===== config.mk =====
export PLATFORM = sky130hd
export DESIGN_NAME = temperature_alarm_fsm_flat
export DESIGN_NICKNAME = d
export VERILOG_FILES = /design/src/sv/tafsm_pkg.sv /design/src/sv/tafsm_if.sv /design/src/sv/tafsm_front.sv /design/src/sv/tafsm_queue.sv /design/src/sv/tafsm_back.sv /design/src/sv/temperature_alarm_fsm.sv /design/src/flat_wrapper.sv
export SDC_FILE = /design/constraint.sdc
export NUM_CORES = 1
export LEC_CHECK = 0
export BUFFER_PORTS_ARGS = -buffer_cell sky130_fd_sc_hd__clkbuf_2
export CAP_MARGIN = 10
export CORE_MARGIN = 1.5
export CORE_UTILIZATION = 56
export CTS_BUF_LIST = sky130_fd_sc_hd__clkbuf_8
export CTS_CLUSTER_SIZE = 40
export DETAILED_ROUTE_END_ITERATION = 10
export MAX_ROUTING_LAYER = met4
export PLACE_DENSITY = 0.8
export REMOVE_ABC_BUFFERS = 1
export SKIP_LAST_GASP = 1
export SYNTH_ARGS = -nofsm -noshare
export SYNTH_HDL_FRONTEND = slang
export SYNTH_SLANG_ARGS = --single-unit
export TNS_END_PERCENT = 5

===== constraint.sdc =====
create_clock -name clk_i -period 1.9 [get_ports clk_i]
set_input_delay 0.095 -clock clk_i [delete_from_list [all_inputs] [get_ports clk_i]]
set_output_delay 0.095 -clock clk_i [all_outputs]
set_load 0.02 [all_outputs]

===== src/sv/tafsm_pkg.sv =====
package tafsm_pkg;

  localparam int TempW  = 16;
  localparam int StateW = 4;
  localparam int CfgIdxW = 3;

  // Default depth of the queue between the classifier and the state unit.
  localparam int QueueDepthDefault = 2;

  // Alarm state codes.
  localparam logic [StateW-1:0] StNorm1   = 4'd0;
  localparam logic [StateW-1:0] StNorm3   = 4'd1;
  localparam logic [StateW-1:0] StWarnHi1 = 4'd2;
  localparam logic [StateW-1:0] StWarnHi2 = 4'd3;
  localparam logic [StateW-1:0] StCritHi  = 4'd4;
  localparam logic [StateW-1:0] StNorm2   = 4'd5;
  localparam logic [StateW-1:0] StWarnLo2 = 4'd6;
  localparam logic [StateW-1:0] StWarnLo1 = 4'd7;
  localparam logic [StateW-1:0] StCritLo  = 4'd8;

  localparam logic signed [TempW-1:0] TempMax = 16'sh7fff;
  localparam logic signed [TempW-1:0] TempMin = 16'sh8000;

  typedef enum logic [1:0] {
    LedNone = 2'd0,
    LedOff  = 2'd1,
    LedSlow = 2'd2,
    LedFast = 2'd3
  } led_e;

  typedef enum logic [2:0] {
    EvNone    = 3'd0,
    EvLoWarn  = 3'd1,
    EvHiWarn  = 3'd2,
    EvLoAlarm = 3'd3,
    EvHiAlarm = 3'd4
  } event_e;

  typedef enum logic [CfgIdxW-1:0] {
    CfgEnable       = 3'd0,
    CfgHighCritical = 3'd1,
    CfgHighWarning  = 3'd2,
    CfgLowCritical  = 3'd3,
    CfgLowWarning   = 3'd4
  } cfg_reg_e;

  // Outcome of comparing one sample against the thresholds.
  typedef struct packed {
    logic enable;
    logic above_lc;   // sample > low_critical
    logic atmost_lw;  // sample <= low_warning
    logic below_hc;   // sample < high_critical
    logic atleast_hw; // sample >= high_warning
  } cls_t;

endpackage


===== src/sv/tafsm_if.sv =====
interface tafsm_sample_if;
  logic                                  valid;
  logic                                  ready;
  logic signed [tafsm_pkg::TempW-1:0]    temperature;

  modport source (output valid, output temperature, input ready);
  modport sink   (input valid, input temperature, output ready);
endinterface

interface tafsm_result_if;
  logic                                  valid;
  logic                                  ready;
  tafsm_pkg::led_e                       led_command;
  tafsm_pkg::event_e                     event_code;
  logic [tafsm_pkg::StateW-1:0]          alarm_state;

  modport source (output valid, output led_command, output event_code,
                  output alarm_state, input ready);
  modport sink   (input valid, input led_command, input event_code,
                  input alarm_state, output ready);
endinterface

interface tafsm_cfg_if;
  logic                                  valid;
  logic                                  ready;
  logic [tafsm_pkg::CfgIdxW-1:0]         index;
  logic [tafsm_pkg::TempW-1:0]           data;

  modport source (output valid, output index, output data, input ready);
  modport sink   (input valid, input index, input data, output ready);
endinterface


===== src/sv/tafsm_front.sv =====
module tafsm_front (
  input  logic                 clk_i,
  input  logic                 rst_ni,
  tafsm_cfg_if.sink            cfg_i,
  tafsm_sample_if.sink         sample_i,
  output logic                 push_o,
  output tafsm_pkg::cls_t      push_data_o,
  input  logic                 full_i
);

  logic                                enable_q;
  logic signed [tafsm_pkg::TempW-1:0]  high_critical_q;
  logic signed [tafsm_pkg::TempW-1:0]  high_warning_q;
  logic signed [tafsm_pkg::TempW-1:0]  low_critical_q;
  logic signed [tafsm_pkg::TempW-1:0]  low_warning_q;
  logic                                cfg_we;

  assign cfg_i.ready = 1'b1;
  assign cfg_we      = cfg_i.valid;

  always_ff @(posedge clk_i or negedge rst_ni) begin
    if (!rst_ni) begin
      enable_q        <= 1'b0;
      high_critical_q <= tafsm_pkg::TempMax;
      high_warning_q  <= tafsm_pkg::TempMax;
      low_critical_q  <= tafsm_pkg::TempMin;
      low_warning_q   <= tafsm_pkg::TempMin;
    end else if (cfg_we) begin
      unique case (cfg_i.index)
        tafsm_pkg::CfgEnable:       enable_q        <= cfg_i.data[0];
        tafsm_pkg::CfgHighCritical: high_critical_q <= cfg_i.data;
        tafsm_pkg::CfgHighWarning:  high_warning_q  <= cfg_i.data;
        tafsm_pkg::CfgLowCritical:  low_critical_q  <= cfg_i.data;
        tafsm_pkg::CfgLowWarning:   low_warning_q   <= cfg_i.data;
        default: ;
      endcase
    end
  end

  // A sample is taken whenever the queue has room.
  assign sample_i.ready = !full_i;
  assign push_o         = sample_i.valid && !full_i;

  always_comb begin
    push_data_o.enable     = enable_q;
    push_data_o.above_lc   = sample_i.temperature >  low_critical_q;
    push_data_o.atmost_lw  = sample_i.temperature <= low_warning_q;
    push_data_o.below_hc   = sample_i.temperature <  high_critical_q;
    push_data_o.atleast_hw = sample_i.temperature >= high_warning_q;
  end

endmodule


===== src/sv/tafsm_queue.sv =====
module tafsm_queue #(
  parameter int DEPTH = tafsm_pkg::QueueDepthDefault
) (
  input  logic                 clk_i,
  input  logic                 rst_ni,
  input  logic                 push_i,
  input  tafsm_pkg::cls_t      push_data_i,
  output logic                 full_o,
  input  logic                 pop_i,
  output tafsm_pkg::cls_t      pop_data_o,
  output logic                 empty_o
);

  localparam int PtrW = (DEPTH > 1) ? $clog2(DEPTH) : 1;
  localparam int CntW = $clog2(DEPTH + 1);

  tafsm_pkg::cls_t  mem_q [DEPTH];
  logic [PtrW-1:0]  wr_ptr_q, wr_ptr_d;
  logic [PtrW-1:0]  rd_ptr_q, rd_ptr_d;
  logic [CntW-1:0]  count_q, count_d;

  assign empty_o    = (count_q == '0);
  assign full_o     = (count_q == CntW'(DEPTH));
  assign pop_data_o = mem_q[rd_ptr_q];

  always_comb begin
    wr_ptr_d = wr_ptr_q;
    rd_ptr_d = rd_ptr_q;
    count_d  = count_q;
    if (push_i) begin
      wr_ptr_d = (wr_ptr_q == PtrW'(DEPTH - 1)) ? '0 : wr_ptr_q + 1'b1;
    end
    if (pop_i) begin
      rd_ptr_d = (rd_ptr_q == PtrW'(DEPTH - 1)) ? '0 : rd_ptr_q + 1'b1;
    end
    if (push_i && !pop_i) begin
      count_d = count_q + 1'b1;
    end else if (pop_i && !push_i) begin
      count_d = count_q - 1'b1;
    end
  end

  always_ff @(posedge clk_i or negedge rst_ni) begin
    if (!rst_ni) begin
      wr_ptr_q <= '0;
      rd_ptr_q <= '0;
      count_q  <= '0;
    end else begin
      wr_ptr_q <= wr_ptr_d;
      rd_ptr_q <= rd_ptr_d;
      count_q  <= count_d;
    end
  end

  always_ff @(posedge clk_i) begin
    if (push_i) begin
      mem_q[wr_ptr_q] <= push_data_i;
    end
  end

endmodule


===== src/sv/tafsm_back.sv =====
module tafsm_back (
  input  logic                 clk_i,
  input  logic                 rst_ni,
  input  logic                 empty_i,
  input  tafsm_pkg::cls_t      pop_data_i,
  output logic                 pop_o,
  tafsm_result_if.source       result_o
);

  logic [tafsm_pkg::StateW-1:0]  state_q, state_d;
  logic                          out_valid_q;
  tafsm_pkg::led_e               led_q, led_d;
  tafsm_pkg::event_e             ev_q, ev_d;
  tafsm_pkg::cls_t               c;

  assign c     = pop_data_i;
  assign pop_o = !empty_i && (!out_valid_q || result_o.ready);

  // One transition per sample; the first matching rule for the current state wins.
  always_comb begin
    state_d = state_q;
    led_d   = tafsm_pkg::LedNone;
    ev_d    = tafsm_pkg::EvNone;
    if (!c.enable) begin
      state_d = tafsm_pkg::StNorm1;
      led_d   = tafsm_pkg::LedOff;
    end else begin
      unique case (state_q)
        tafsm_pkg::StNorm1: begin
          if (c.above_lc && c.atmost_lw) begin
            state_d = tafsm_pkg::StWarnLo1;
            led_d   = tafsm_pkg::LedSlow;
            ev_d    = tafsm_pkg::EvLoWarn;
          end else if (c.below_hc && c.atleast_hw) begin
            state_d = tafsm_pkg::StWarnHi1;
            led_d   = tafsm_pkg::LedSlow;
            ev_d    = tafsm_pkg::EvHiWarn;
          end
        end
        tafsm_pkg::StNorm2: begin
          if (c.above_lc && c.atmost_lw) begin
            state_d = tafsm_pkg::StWarnLo1;
            led_d   = tafsm_pkg::LedSlow;
            ev_d    = tafsm_pkg::EvLoWarn;
          end
        end
        tafsm_pkg::StNorm3: begin
          if (c.below_hc && c.atleast_hw) begin
            state_d = tafsm_pkg::StWarnHi1;
            led_d   = tafsm_pkg::LedSlow;
            ev_d    = tafsm_pkg::EvHiWarn;
          end
        end
        tafsm_pkg::StWarnHi1: begin
          if (!c.below_hc) begin
            state_d = tafsm_pkg::StCritHi;
            led_d   = tafsm_pkg::LedFast;
            ev_d    = tafsm_pkg::EvHiAlarm;
          end
        end
        tafsm_pkg::StWarnHi2: begin
          if (!c.below_hc) begin
            state_d = tafsm_pkg::StCritHi;
            led_d   = tafsm_pkg::LedFast;
          end else if (!c.atleast_hw) begin
            state_d = tafsm_pkg::StNorm3;
            led_d   = tafsm_pkg::LedOff;
          end
        end
        tafsm_pkg::StWarnLo1: begin
          if (!c.above_lc) begin
            state_d = tafsm_pkg::StCritLo;
            led_d   = tafsm_pkg::LedFast;
            ev_d    = tafsm_pkg::EvLoAlarm;
          end
        end
        tafsm_pkg::StWarnLo2: begin
          // Falling back to critical low leaves the LED as it is.
          if (!c.above_lc) begin
            state_d = tafsm_pkg::StCritLo;
          end else if (!c.atmost_lw) begin
            state_d = tafsm_pkg::StNorm2;
            led_d   = tafsm_pkg::LedOff;
          end
        end
        tafsm_pkg::StCritLo: begin
          if (c.above_lc) begin
            state_d = tafsm_pkg::StWarnLo2;
            led_d   = tafsm_pkg::LedSlow;
            ev_d    = tafsm_pkg::EvLoWarn;
          end
        end
        tafsm_pkg::StCritHi: begin
          if (c.below_hc) begin
            state_d = tafsm_pkg::StWarnHi2;
            led_d   = tafsm_pkg::LedSlow;
          end
        end
        default: ;
      endcase
    end
  end

  always_ff @(posedge clk_i or negedge rst_ni) begin
    if (!rst_ni) begin
      state_q     <= tafsm_pkg::StNorm1;
      out_valid_q <= 1'b0;
    end else begin
      if (pop_o) begin
        state_q     <= state_d;
        out_valid_q <= 1'b1;
      end else if (result_o.ready) begin
        out_valid_q <= 1'b0;
      end
    end
  end

  always_ff @(posedge clk_i) begin
    if (pop_o) begin
      led_q <= led_d;
      ev_q  <= ev_d;
    end
  end

  assign result_o.valid       = out_valid_q;
  assign result_o.led_command = led_q;
  assign result_o.event_code  = ev_q;
  assign result_o.alarm_state = state_q;

endmodule


===== src/sv/temperature_alarm_fsm.sv =====
// Temperature alarm with hysteresis. Each request on sample_i carries one signed
// 16-bit temperature and produces exactly one request on result_o with the new
// alarm state (normal 1 to 3, low and high warning 1 and 2, critical low and
// high), an LED command and an event code. The four thresholds and the enable
// bit are written through cfg_i, which is always ready; write them only while
// no sample is in flight. While enable is low every sample forces the LED off
// and returns the machine to normal 1. The block sustains one sample per clock
// cycle while result_o is not stalled and QUEUE_DEPTH is at least 2, set by the
// state update in the back end; each result passes through the queue and then
// the back end's output register. Up to QUEUE_DEPTH samples plus one finished
// result can be held while result_o is stalled.
module temperature_alarm_fsm #(
  parameter int QUEUE_DEPTH = tafsm_pkg::QueueDepthDefault
) (
  input  logic           clk_i,
  input  logic           rst_ni,
  tafsm_cfg_if.sink      cfg_i,
  tafsm_sample_if.sink   sample_i,
  tafsm_result_if.source result_o
);

  // The front end compares each sample against the thresholds and queues the
  // comparison flags together with the enable bit seen at that moment.
  logic            push;
  logic            full;
  logic            pop;
  logic            empty;
  tafsm_pkg::cls_t push_data;
  tafsm_pkg::cls_t pop_data;

  tafsm_front u_front (
    .clk_i       (clk_i),
    .rst_ni      (rst_ni),
    .cfg_i       (cfg_i),
    .sample_i    (sample_i),
    .push_o      (push),
    .push_data_o (push_data),
    .full_i      (full)
  );

  // The queue lets the classifier keep taking samples while a result waits.
  tafsm_queue #(
    .DEPTH (QUEUE_DEPTH)
  ) u_queue (
    .clk_i       (clk_i),
    .rst_ni      (rst_ni),
    .push_i      (push),
    .push_data_i (push_data),
    .full_o      (full),
    .pop_i       (pop),
    .pop_data_o  (pop_data),
    .empty_o     (empty)
  );

  // The back end walks the alarm state machine in sample order and holds the
  // result in an output register until the consumer takes it.
  tafsm_back u_back (
    .clk_i      (clk_i),
    .rst_ni     (rst_ni),
    .empty_i    (empty),
    .pop_data_i (pop_data),
    .pop_o      (pop),
    .result_o   (result_o)
  );

endmodule


===== src/flat_wrapper.sv =====
// flat-port wrapper written by rule: the top's interface ports become plain ports
module temperature_alarm_fsm_flat 
#(
  parameter int QUEUE_DEPTH = tafsm_pkg::QueueDepthDefault
)
  (clk_i, rst_ni, cfg_i_valid, cfg_i_index, cfg_i_data, cfg_i_ready, sample_i_valid, sample_i_temperature, sample_i_ready, result_o_valid, result_o_led_command, result_o_event_code, result_o_alarm_state, result_o_ready);
  tafsm_cfg_if cfg_i_i ();
  tafsm_sample_if sample_i_i ();
  tafsm_result_if result_o_i ();
  input  logic clk_i;
  input  logic rst_ni;
  input wire logic [$bits(cfg_i_i.valid)-1:0] cfg_i_valid;
  input wire logic [$bits(cfg_i_i.index)-1:0] cfg_i_index;
  input wire logic [$bits(cfg_i_i.data)-1:0] cfg_i_data;
  output wire logic [$bits(cfg_i_i.ready)-1:0] cfg_i_ready;
  input wire logic [$bits(sample_i_i.valid)-1:0] sample_i_valid;
  input wire logic [$bits(sample_i_i.temperature)-1:0] sample_i_temperature;
  output wire logic [$bits(sample_i_i.ready)-1:0] sample_i_ready;
  output wire logic [$bits(result_o_i.valid)-1:0] result_o_valid;
  output wire logic [$bits(result_o_i.led_command)-1:0] result_o_led_command;
  output wire logic [$bits(result_o_i.event_code)-1:0] result_o_event_code;
  output wire logic [$bits(result_o_i.alarm_state)-1:0] result_o_alarm_state;
  input wire logic [$bits(result_o_i.ready)-1:0] result_o_ready;
  assign cfg_i_i.valid = cfg_i_valid;
  assign cfg_i_i.index = cfg_i_index;
  assign cfg_i_i.data = cfg_i_data;
  assign cfg_i_ready = cfg_i_i.ready;
  assign sample_i_i.valid = sample_i_valid;
  assign sample_i_i.temperature = sample_i_temperature;
  assign sample_i_ready = sample_i_i.ready;
  assign result_o_valid = result_o_i.valid;
  assign result_o_led_command = result_o_i.led_command;
  assign result_o_event_code = result_o_i.event_code;
  assign result_o_alarm_state = result_o_i.alarm_state;
  assign result_o_i.ready = result_o_ready;
  temperature_alarm_fsm #(.QUEUE_DEPTH(QUEUE_DEPTH)) u_core (.clk_i(clk_i), .rst_ni(rst_ni), .cfg_i(cfg_i_i), .sample_i(sample_i_i), .result_o(result_o_i));
endmodule

; ---- Word level (Yosys, flattened, before mapping)
; Memory sizes are Yosys's and may differ from the RTL's.
; Cells that the tools add are included.
; Widths: inputs -> output; s select.
[word_totals]
reg_bits = 79
mem_bits_rw = 10
output_inout_bits = 12
wordCells = 105
mem_count = 1
[classes]
addsub = 4
n_lt_le_gt_ge = 4
eq_ne = 21
muxes = 40
reduce_logical = 23
[mem_list]
columns = memory, depth, width, read_ports, rd_ports_with_merged_regs, wr, line
row1 = u_core.u_queue.mem_q, 2, 5, 1, 0, 1, tafsm_queue.sv:17  ; tafsm_pkg::cls_t mem_q [DEPTH];
[op_table]
columns = operator, n
row1 = $mux 4, 12
row2 = $pmux 4 s9, 1
row3 = $mux 2, 13
row4 = $pmux 2 s9, 1
row5 = $pmux 3 s6, 1
row6 = $eq 4x3->1 const B, 4
row7 = $ge 16x16->1, 1
row8 = $gt 16x16->1, 1
row9 = $le 16x16->1, 1
row10 = $lt 16x16->1, 1
row11 = $ne 3x3->1 const B, 5
row12 = $mux 1, 11
row13 = $ne 10x1->1 const B, 1
row14 = $reduce_and 2->1, 5
row15 = $reduce_and 9->1, 1
row16 = $eq 4x2->1 const B, 2
row17 = $ne 4x4->1 const B, 2
row18 = $eq 3x2->1 const B, 2
row19 = $logic_and 1x1->1, 6
row20 = $logic_not 1->1, 5
row21 = $eq 4x1->1 const B, 1
row22 = $eq 4x4->1 const B, 1
row23 = $logic_not 4->1, 1
row24 = $reduce_bool 2->1, 2
row25 = other kinds (10), 11

; ---- Longest topological paths before layout
; Gate-level depths: netlist of the first run.
[depth]
depth_word = 7
depth_mapped = 8
depth_no_buf = 8

; ---- Modules after synthesis
; From an unflattened synthesis of the first run, not the netlist that was laid out.
[unflattened]
cells_unflattened = 568
hier_area_um2 = 5519.0
[modules_own_cells]
columns = mod, n_inst, cells_per_inst, area_per_inst_um2, seq_area_each_um2
row1 = tafsm_front, 1, 425, 4013.8, 1666.6
row2 = tafsm_back, 1, 111, 948.4, 275.3
row3 = tafsm_queue, 1, 32, 556.8, 400.4

; ---- Worst setup path before layout of the first run
; No wires, ideal clock.
[synth_path]
kind = reg2reg
start = register u_core.u_front.low_critical_q[15] (netlist name)
end = memory u_core.u_queue.mem_q[0][3] (netlist name), data pin
setup_time_ps = 265
arrival_ps = 1757
required_time_ps = 1635
setup_slack_ps = -122
path_stages_with_launch = 9
n_path_buf = 0
synth_period_minus_slack_ps = 2022
path_cell_list = dfstp_2 -> inv_1 -> ha_1 -> and4_1 -> nand2_1 -> a2111oi_0 -> a311oi_1 -> mux2i_1 -> nor2_1
[synth_rtl]
columns = item, line
row1 = start: declaration, tafsm_front.sv:14  ; logic signed [tafsm_pkg::TempW-1:0] low_critical_q;
row2 = start signal: assignment, tafsm_front.sv:26  ; low_critical_q <= tafsm_pkg::TempMin;
row3 = start signal: assignment, tafsm_front.sv:33  ; tafsm_pkg::CfgLowCritical: low_critical_q <= cfg_i.data;
row4 = end: declaration, tafsm_queue.sv:17

==> results.sh, run 1 <==
export IMPL_status="complete, but fails checks"
export IMPL_violations="setup timing"
export IMPL_ys_ff_latch=89
export IMPL_clock_sinks=89
export IMPL_avgSynthCellArea_sq_um=9.624
export IMPL_drv_cap=0
export IMPL_comb_power_share=0.446
export IMPL_gp_congestion=0.8881
export IMPL_cp_required_ns=2.00
export IMPL_crit_arrival_ns=2.21
export IMPL_critPathCaptureType="flop"
export IMPL_start_kind="flop"
export IMPL_startpoint="u_core.u_front.low_critical_q[5]"
export IMPL_io_buffers=50
export IMPL_grt_max_degree=75
export IMPL_min_period_over_period=1.109
export IMPL_fin_ws_ns=-0.2065
export IMPL_crit_fanout=2
export IMPL_core_area_sq_um=9328
export IMPL_p_switching_mw=2.812
export IMPL_swShare=0.3732
export IMPL_antenna_found_initial=0
export IMPL_clk_path_buf_depth=2
export IMPL_final_max_slew_viol_count=0
export IMPL_synthAdderAreaFrac=0.1473
export IMPL_drive_above_1_share=0.2901
export IMPL_num_nets_final=778
export IMPL_num_vias=4550
export IMPL_ys_async_sr_fraction=0.8315
export IMPL_rows=35
export IMPL_diodes=0
export IMPL_drc=0
export IMPL_p_seq_frac=0.377
export IMPL_cp_cell_sequence="inv_1, ha_1, a21o_1, a21oi_2, o221ai_1, a311oi_2, mux2i_1, nor2_1"
export IMPL_finalCriticalPeriod_ns=2.106
export IMPL_crit_path_top_delay_cell="dfrtp_1"
export IMPL_clk_latency_ns=0.37
export IMPL_gr_total_overflow=0
export IMPL_ios=52
export IMPL_r2r_start="u_core.u_front.low_critical_q[5]"
export IMPL_cts_clk_slew_worst_paths_ns=0.09
export IMPL_yosys_area_share_simple=0.1346
export IMPL_hold_class="in -> reg"
export IMPL_grt_pass1_vias=4647
export IMPL_dr_pass1_iters=4
export IMPL_cp_num_buf_inv=1
export IMPL_fmaxAchievable_mhz=474.7
export IMPL_powerDensity_nw_per_um2=1134
export IMPL_cts_tree="done"
export IMPL_syn_inst=565
export IMPL_seq_area_frac_synth=0.4307
export IMPL_path_class="reg -> reg"
export IMPL_synth_cell_area_sq_um=5438
export IMPL_synth_mux_area_frac=0.05913
export IMPL_tightest_slew_ns=0.5839
export IMPL_drt_iter0_drc=250
export IMPL_yosys_warnings=0
export IMPL_grt_setup_unrepaired="yes"
export IMPL_synth_edff_count=15
export IMPL_routedWlPerCell_microns=16.99
export IMPL_cts_buffers=9
export IMPL_fin_skew_ns=0.01439
export IMPL_htreeDepth=3
export IMPL_hold_violations=0
export IMPL_critPathTopFamily="compound AO/OA/AOI/OAI gates"
export IMPL_synthFlopType="dfrtp_1"
export IMPL_setup_viol=12
export IMPL_clockRootBuffer="clkbuf_8"
export IMPL_grt_usage=0.2951
export IMPL_vdd_ir_drop_max_uv=512.6
export IMPL_synth_top_family_by_area="compound AO/OA/AOI/OAI gates"
export IMPL_ant_nets=0
export IMPL_fp_dieW_microns=101.5
export IMPL_die_area_sq_um=10310
export IMPL_areaGrowthSynthToFinish_pct=22.18
export IMPL_final_util=0.7123
export IMPL_hpwl_mm=9.992
export IMPL_relSlewSlack=0.6030
export IMPL_synth_compound_area_share=0.1549
export IMPL_drt_wl_total_mm=13.73
export IMPL_min_from="sample_i_valid"
export IMPL_grt_pass1_wl_mm=22.68
export IMPL_slowest_delay_ns=0.36
export IMPL_clock_power_share=0.177
export IMPL_start_util=0.5830
export IMPL_ys_types=59
export IMPL_synth_xor_area_frac=0.009664
export IMPL_finalSetupTns_ns=-1.433
export IMPL_cellLeakagePower_nw=3.055
export IMPL_power_internal_mw=4.723
export IMPL_die_y_microns=101.5
export IMPL_avgViaCountPerCell=5.631
[power by group through the flow]
| stage | combinational, mW | sequential [mW] | clock, mW |
|---|---|---|---|
| floorplan | 1.73 | 2.98 | 0 |
| global placement | 3.08 | 2.84 | 0 |
| detailed placement | 3.15 | 2.87 | 0 |
| CTS | 3.24 | 2.83 | 1.35 |
| global route | 3.71 | 2.90 | 1.43 |
| finish | 3.36 | 2.84 | 1.34 |
[per-layer routing]
layer	share of wire	routed length, microns	up-vias	GRT usage
li1	-	-	2202	-
met1	0.44	6052	2182	0.3618
met2	0.49	6764	131	0.4821
met3	0.030	406	35	0.03175
met4	0.037	503	0	0.1528
met5	0	0	-	-
[cell usage in the layout (no fill, tap or decap), types with 17 or more instances in the layout]
cell | synthesis | layout
o21ai_0 | 55 | 54
nor2_1 | 23 | 21
nand2_1 | 74 | 74
dfstp_2 | 32 | 32
dfrtp_1 | 42 | 41
mux2_2 | 21 | 22
ha_1 | 64 | 63
a21oi_1 | 19 | 17
buf_4 | 4 | 51
clkbuf_2 | 0 | 49
inv_1 | 66 | 67
[final cells by class]
cell class                      count  area (sq um)
Multi-Input combinational cell    389          2861
Sequential cell                    89          2344
Fill cell                         692          2684
Clock buffer                       10         137.6
Timing Repair Buffer              119         833.3
Tap cell                          129         161.4
Clock inverter                      6         58.81
Inverter                           66         247.7
[worst paths after layout]
kind                                                     to  slack [ns]  depth (start not counted)
max in group asynchronous  u_core.u_front.high_warning_q[8]        1.24                          3
setup / recovery                 u_core.u_queue.mem_q[0][3]       -0.21                          8
hold reg to reg                     u_core.u_queue.wr_ptr_q        0.51                          1
min in group asynchronous         u_core.u_queue.count_q[1]        0.27                          3
hold / removal                      u_core.u_queue.wr_ptr_q        0.02                          3
setup reg to reg                 u_core.u_queue.mem_q[0][3]       -0.21                          8
[worst reg2reg max path, delay by kind of cell (launching register included)]
family / cells / cell delay [ns]
multiplexers: 1 / 0.24
buffers and inverters: 1 / 0.05
AND/OR/NAND/NOR: 1 / 0.08
AO/OA/AOI/OAI: 4 / 0.80
flip-flops: 1 / 0.36
adder cells (fa/ha/maj): 1 / 0.31
[cell usage after synthesis, types with 3 or more instances]
| cell | instances | area [sq um] |
|---|---|---|
| nor3_1 | 7 | 35.03 |
| o21ai_1 | 3 | 15.01 |
| mux2_2 | 21 | 236.5 |
| ha_1 | 64 | 800.8 |
| and3_1 | 3 | 18.77 |
| dfstp_2 | 32 | 840.8 |
| nand4_1 | 14 | 87.58 |
| a21oi_1 | 19 | 95.09 |
| o221ai_1 | 3 | 26.28 |
| a2111oi_0 | 3 | 26.28 |
| nand3_1 | 6 | 30.03 |
| nor4_1 | 5 | 31.28 |
| dfrtp_1 | 42 | 1051 |
| clkbuf_1 | 16 | 60.06 |
| inv_1 | 66 | 247.7 |
| xnor2_1 | 4 | 35.03 |
| nand2_1 | 74 | 277.8 |
| a21o_1 | 9 | 67.56 |
| o21ai_0 | 55 | 275.3 |
| buf_4 | 4 | 30.03 |
| nor2_1 | 23 | 86.33 |
| a211oi_1 | 5 | 37.54 |
| nor2b_1 | 11 | 68.82 |
| o211ai_1 | 7 | 52.55 |
| mux2i_1 | 6 | 60.06 |
| nand2b_1 | 7 | 43.79 |
| edfxtp_1 | 15 | 450.4 |
| a31oi_1 | 3 | 18.77 |
[cells by family (layout without fill, tap and decap cells)]
logic type,after synthesis,in the layout
AOI/OAI and AO/OA,132,132
xor gates and xnor gates,6,6
adders and majority gates,64,64
buffers and inverters,87,201
DFF,89,89
muxes,29,29
other,1,1
and+or+nand+nor,157,157
[what timing repair did]
action	4_1_cts	5_1_grt
hold endpoints to repair	80	0
buffers inserted	2	1
pin swaps	7	8
setup endpoints to repair	13	16
hold buffers	16	0
gates resized for setup	10	14
[state kept, by name, indices dropped and copies added, names as in the netlist]
signal	cells
u_core.u_front.high_critical_q	16
u_core.u_queue.count_q	2
u_core.u_queue.wr_ptr_q	1
u_core.u_front.low_critical_q	16
u_core.u_front.low_warning_q	16
u_core.u_back.result_o.valid	1
u_core.u_back.result_o.event_code	3
u_core.u_front.high_warning_q	16
u_core.u_queue.rd_ptr_q	1
u_core.u_back.result_o.led_command	2
u_core.u_back.result_o.alarm_state	4
u_core.u_front.enable_q	1
u_core.u_queue.mem_q	10
[through the flow]
step                area [sq um]  cells  total power, mW  hold slack, ns  setup slack [ns]
floorplan                   5343    544            4.720         -0.2006           -0.5039
global placement            6165    773            5.920          0.1521           -0.1700
detailed placement          6165    773            6.016          0.1504           -0.2410
CTS                         6576    807            7.430         0.01181           -0.1750
global route                6644    808            8.045         0.01070           -0.2604
finish                      6644    808            7.535         0.02221           -0.2065
Note: power is estimated with default switching activity, not from simulation.
==> run 2, diff against run 1 <==
- CORE_UTILIZATION: 56 -> 25
- PLACE_DENSITY: 0.8 -> 0.43
==> run 2 against run 1 <==
Effect of this change:
- the flow still finishes with violations (setup timing)
- non-clock buffer count is 19 higher
- critical path depth stayed put
- global-route usage is 15 points lower
- register-to-register slack improved by 0.06 ns
- first-iteration DRC count shrank 38%
- power shrank 0.47%
- setup slack better by 0.060 ns
- combinational power is essentially flat
- via count shrank 3.5%
- sequential share of layout area fell by 1.6 points
- cell count is 20% higher
- critical path type unchanged
- critical endpoint is now u_core.u_queue.mem_q[0][0]
- highest routed layer unchanged
==> results.sh, run 2 (synthesis gave the netlist of run 1 again) <==
export IMPL_clockRootBuffer="clkbuf_8"
export IMPL_htreeDepth=3
export IMPL_antenna_found_initial=0
export IMPL_areaGrowthSynthToFinish_pct=27.86
export IMPL_start_kind="flop"
export IMPL_critPathCaptureType="flop"
export IMPL_powerDensity_nw_per_um2=1079
export IMPL_final_cell_mix="74 x nand2_1, 71 x buf_4, 66 x inv_1"
export IMPL_setup_viol=13
export IMPL_grt_setup_unrepaired="yes"
export IMPL_hold_violations=0
export IMPL_final_util=0.3287
export IMPL_path_class="reg -> reg"
export IMPL_dpl_cell_area_sq_um=6480
export IMPL_vdd_ir_drop_max_uv=400.5
export IMPL_power_internal_mw=4.716
export IMPL_grt_pass1_vias=4536
export IMPL_grt_pass1_wl_mm=24.64
export IMPL_avgViaCountPerCell=4.514
export IMPL_io_buffers=50
export IMPL_startpoint="u_core.u_front.high_warning_q[9]"
export IMPL_relSlewSlack=0.5976
export IMPL_drc=0
export IMPL_min_from="cfg_i_data[0]"
export IMPL_die_area_sq_um=22640
export IMPL_cp_required_ns=2.01
export IMPL_diodes=0
export IMPL_start_util=0.2571
export IMPL_final_max_slew_viol_count=0
export IMPL_crit_path_top_delay_cell="dfstp_2"
export IMPL_swShare=0.3711
export IMPL_drive_above_1_share=0.3109
export IMPL_num_vias=4392
export IMPL_die_y_microns=150.5
export IMPL_finalCriticalPeriod_ns=2.046
export IMPL_num_nets_final=797
export IMPL_comb_power_share=0.452
export IMPL_drt_wl_total_mm=14.89
export IMPL_status="complete, but fails checks"
export IMPL_fmaxAchievable_mhz=488.7
export IMPL_dp_slack_ns=-0.2545
export IMPL_cp_cell_sequence="inv_2, ha_4, a21o_1, a21o_1, a211oi_2, o21bai_1, a21oi_1, o22ai_2"
export IMPL_cts_buffers=9
export IMPL_cp_num_buf_inv=1
export IMPL_critPathTopFamily="compound AO/OA/AOI/OAI gates"
export IMPL_slowest_delay_ns=0.54
export IMPL_gp_congestion=0.7873
export IMPL_cellLeakagePower_nw=3.139
export IMPL_power_total_mw=7.500
export IMPL_rows=53
export IMPL_dr_pass1_iters=4
export IMPL_min_period_over_period=1.077
export IMPL_final_common_cell="nand2_1"
export IMPL_fin_skew_ns=0.01949
export IMPL_p_switching_mw=2.783
export IMPL_design_area_sq_um=6953
export IMPL_hold_depth=2
export IMPL_clk_latency_ns=0.38
export IMPL_p_seq_frac=0.375
export IMPL_fin_ws_ns=-0.1464
export IMPL_clock_sinks=89
export IMPL_cts_tree="done"
export IMPL_tightest_slew_ns=0.5919
export IMPL_grt_max_degree=45
export IMPL_clk_path_buf_depth=2
export IMPL_drv_cap=0
export IMPL_r2r_start="u_core.u_front.high_warning_q[9]"
export IMPL_hold_class="in -> reg"
export IMPL_clock_power_share=0.173
export IMPL_fp_dieW_microns=150.5
export IMPL_hpwl_mm=11.69
export IMPL_finalSetupTns_ns=-1.414
export IMPL_cts_clk_slew_worst_paths_ns=0.10
export IMPL_routedWlPerCell_microns=15.30
export IMPL_grt_usage=0.1470
export IMPL_ant_nets=0
export IMPL_crit_arrival_ns=2.16
export IMPL_gr_total_overflow=0
export IMPL_cp_depth=8
export IMPL_ios=52
export IMPL_ff2ff_path_depth=8
export IMPL_violations="setup timing"
export IMPL_crit_fanout=2
export IMPL_core_area_sq_um=21150
export IMPL_drt_iter0_drc=154
export IMPL_cp_common_cell="a21o_1"
run 2: area by class of cell:
| type | count | area [sq um] |
|---|---|---|
| sequential | 89 | 2342 |
| tap | 275 | 344.1 |
| clock buffer | 9 | 123.9 |
| fill | 2201 | 14200 |
| timing repair buffer | 138 | 968.4 |
| clock inverter | 7 | 62.56 |
| multi-input combinational | 389 | 2864 |
| inverter | 66 | 247.7 |
run 2: power groups by stage:
stage | registers (mW) | clock network, mW | logic (mW)
6_report | 2.81 | 1.30 | 3.39
3_3_place_gp | 2.84 | 0 | 3.26
5_1_grt | 2.88 | 1.44 | 3.81
4_1_cts | 2.82 | 1.37 | 3.39
2_1_floorplan | 2.98 | 0 | 1.73
3_5_place_dp | 2.85 | 0 | 3.27
run 2: path summary, 6_finish.rpt:
kind                                                      to  slack [ns]
min                         u_core.u_front.low_critical_q[0]        0.05
min in group asynchronous          u_core.u_queue.count_q[1]        0.20
max in group asynchronous  u_core.u_front.low_critical_q[15]        1.02
max reg2reg                       u_core.u_queue.mem_q[0][0]       -0.15
min reg2reg                          u_core.u_queue.wr_ptr_q        0.50
max                               u_core.u_queue.mem_q[0][0]       -0.15
run 2: layer usage:
| metal | vias to the layer above | track usage | wire length, microns |
|---|---|---|---|
| met4 | 0 | 0.02892 | 119 |
| met2 | 62 | 0.2388 | 7235 |
| met5 | - | - | 0 |
| met3 | 12 | 0.02697 | 458 |
| met1 | 2078 | 0.1918 | 7075 |
| li1 | 2240 | - | - |
run 2: worst reg2reg max path, stage by stage (launching register included):
cell and delay [ns]:
dfstp_2 0.54, inv_2 0.04, ha_4 0.21, a21o_1 0.15, a21o_1 0.17, a211oi_2 0.24
o21bai_1 0.10, a21oi_1 0.22, o22ai_2 0.11
run 2: what timing repair did:
item	in CTS	in global routing
setup buffers	0	2
endpoints found under the setup margin	13	14
endpoints found under the hold margin	65	0
gates resized for setup	16	10
pin swaps	11	10
hold buffers	17	0
run 2: metrics by stage:
step / hold WS (ns) / std cells
after floorplan: -0.2006 / 544
after global placement: 0.08094 / 938
after detailed placement: 0.08319 / 938
after CTS: 0.02940 / 971
after global routing: 0.03846 / 973
final: 0.04725 / 973
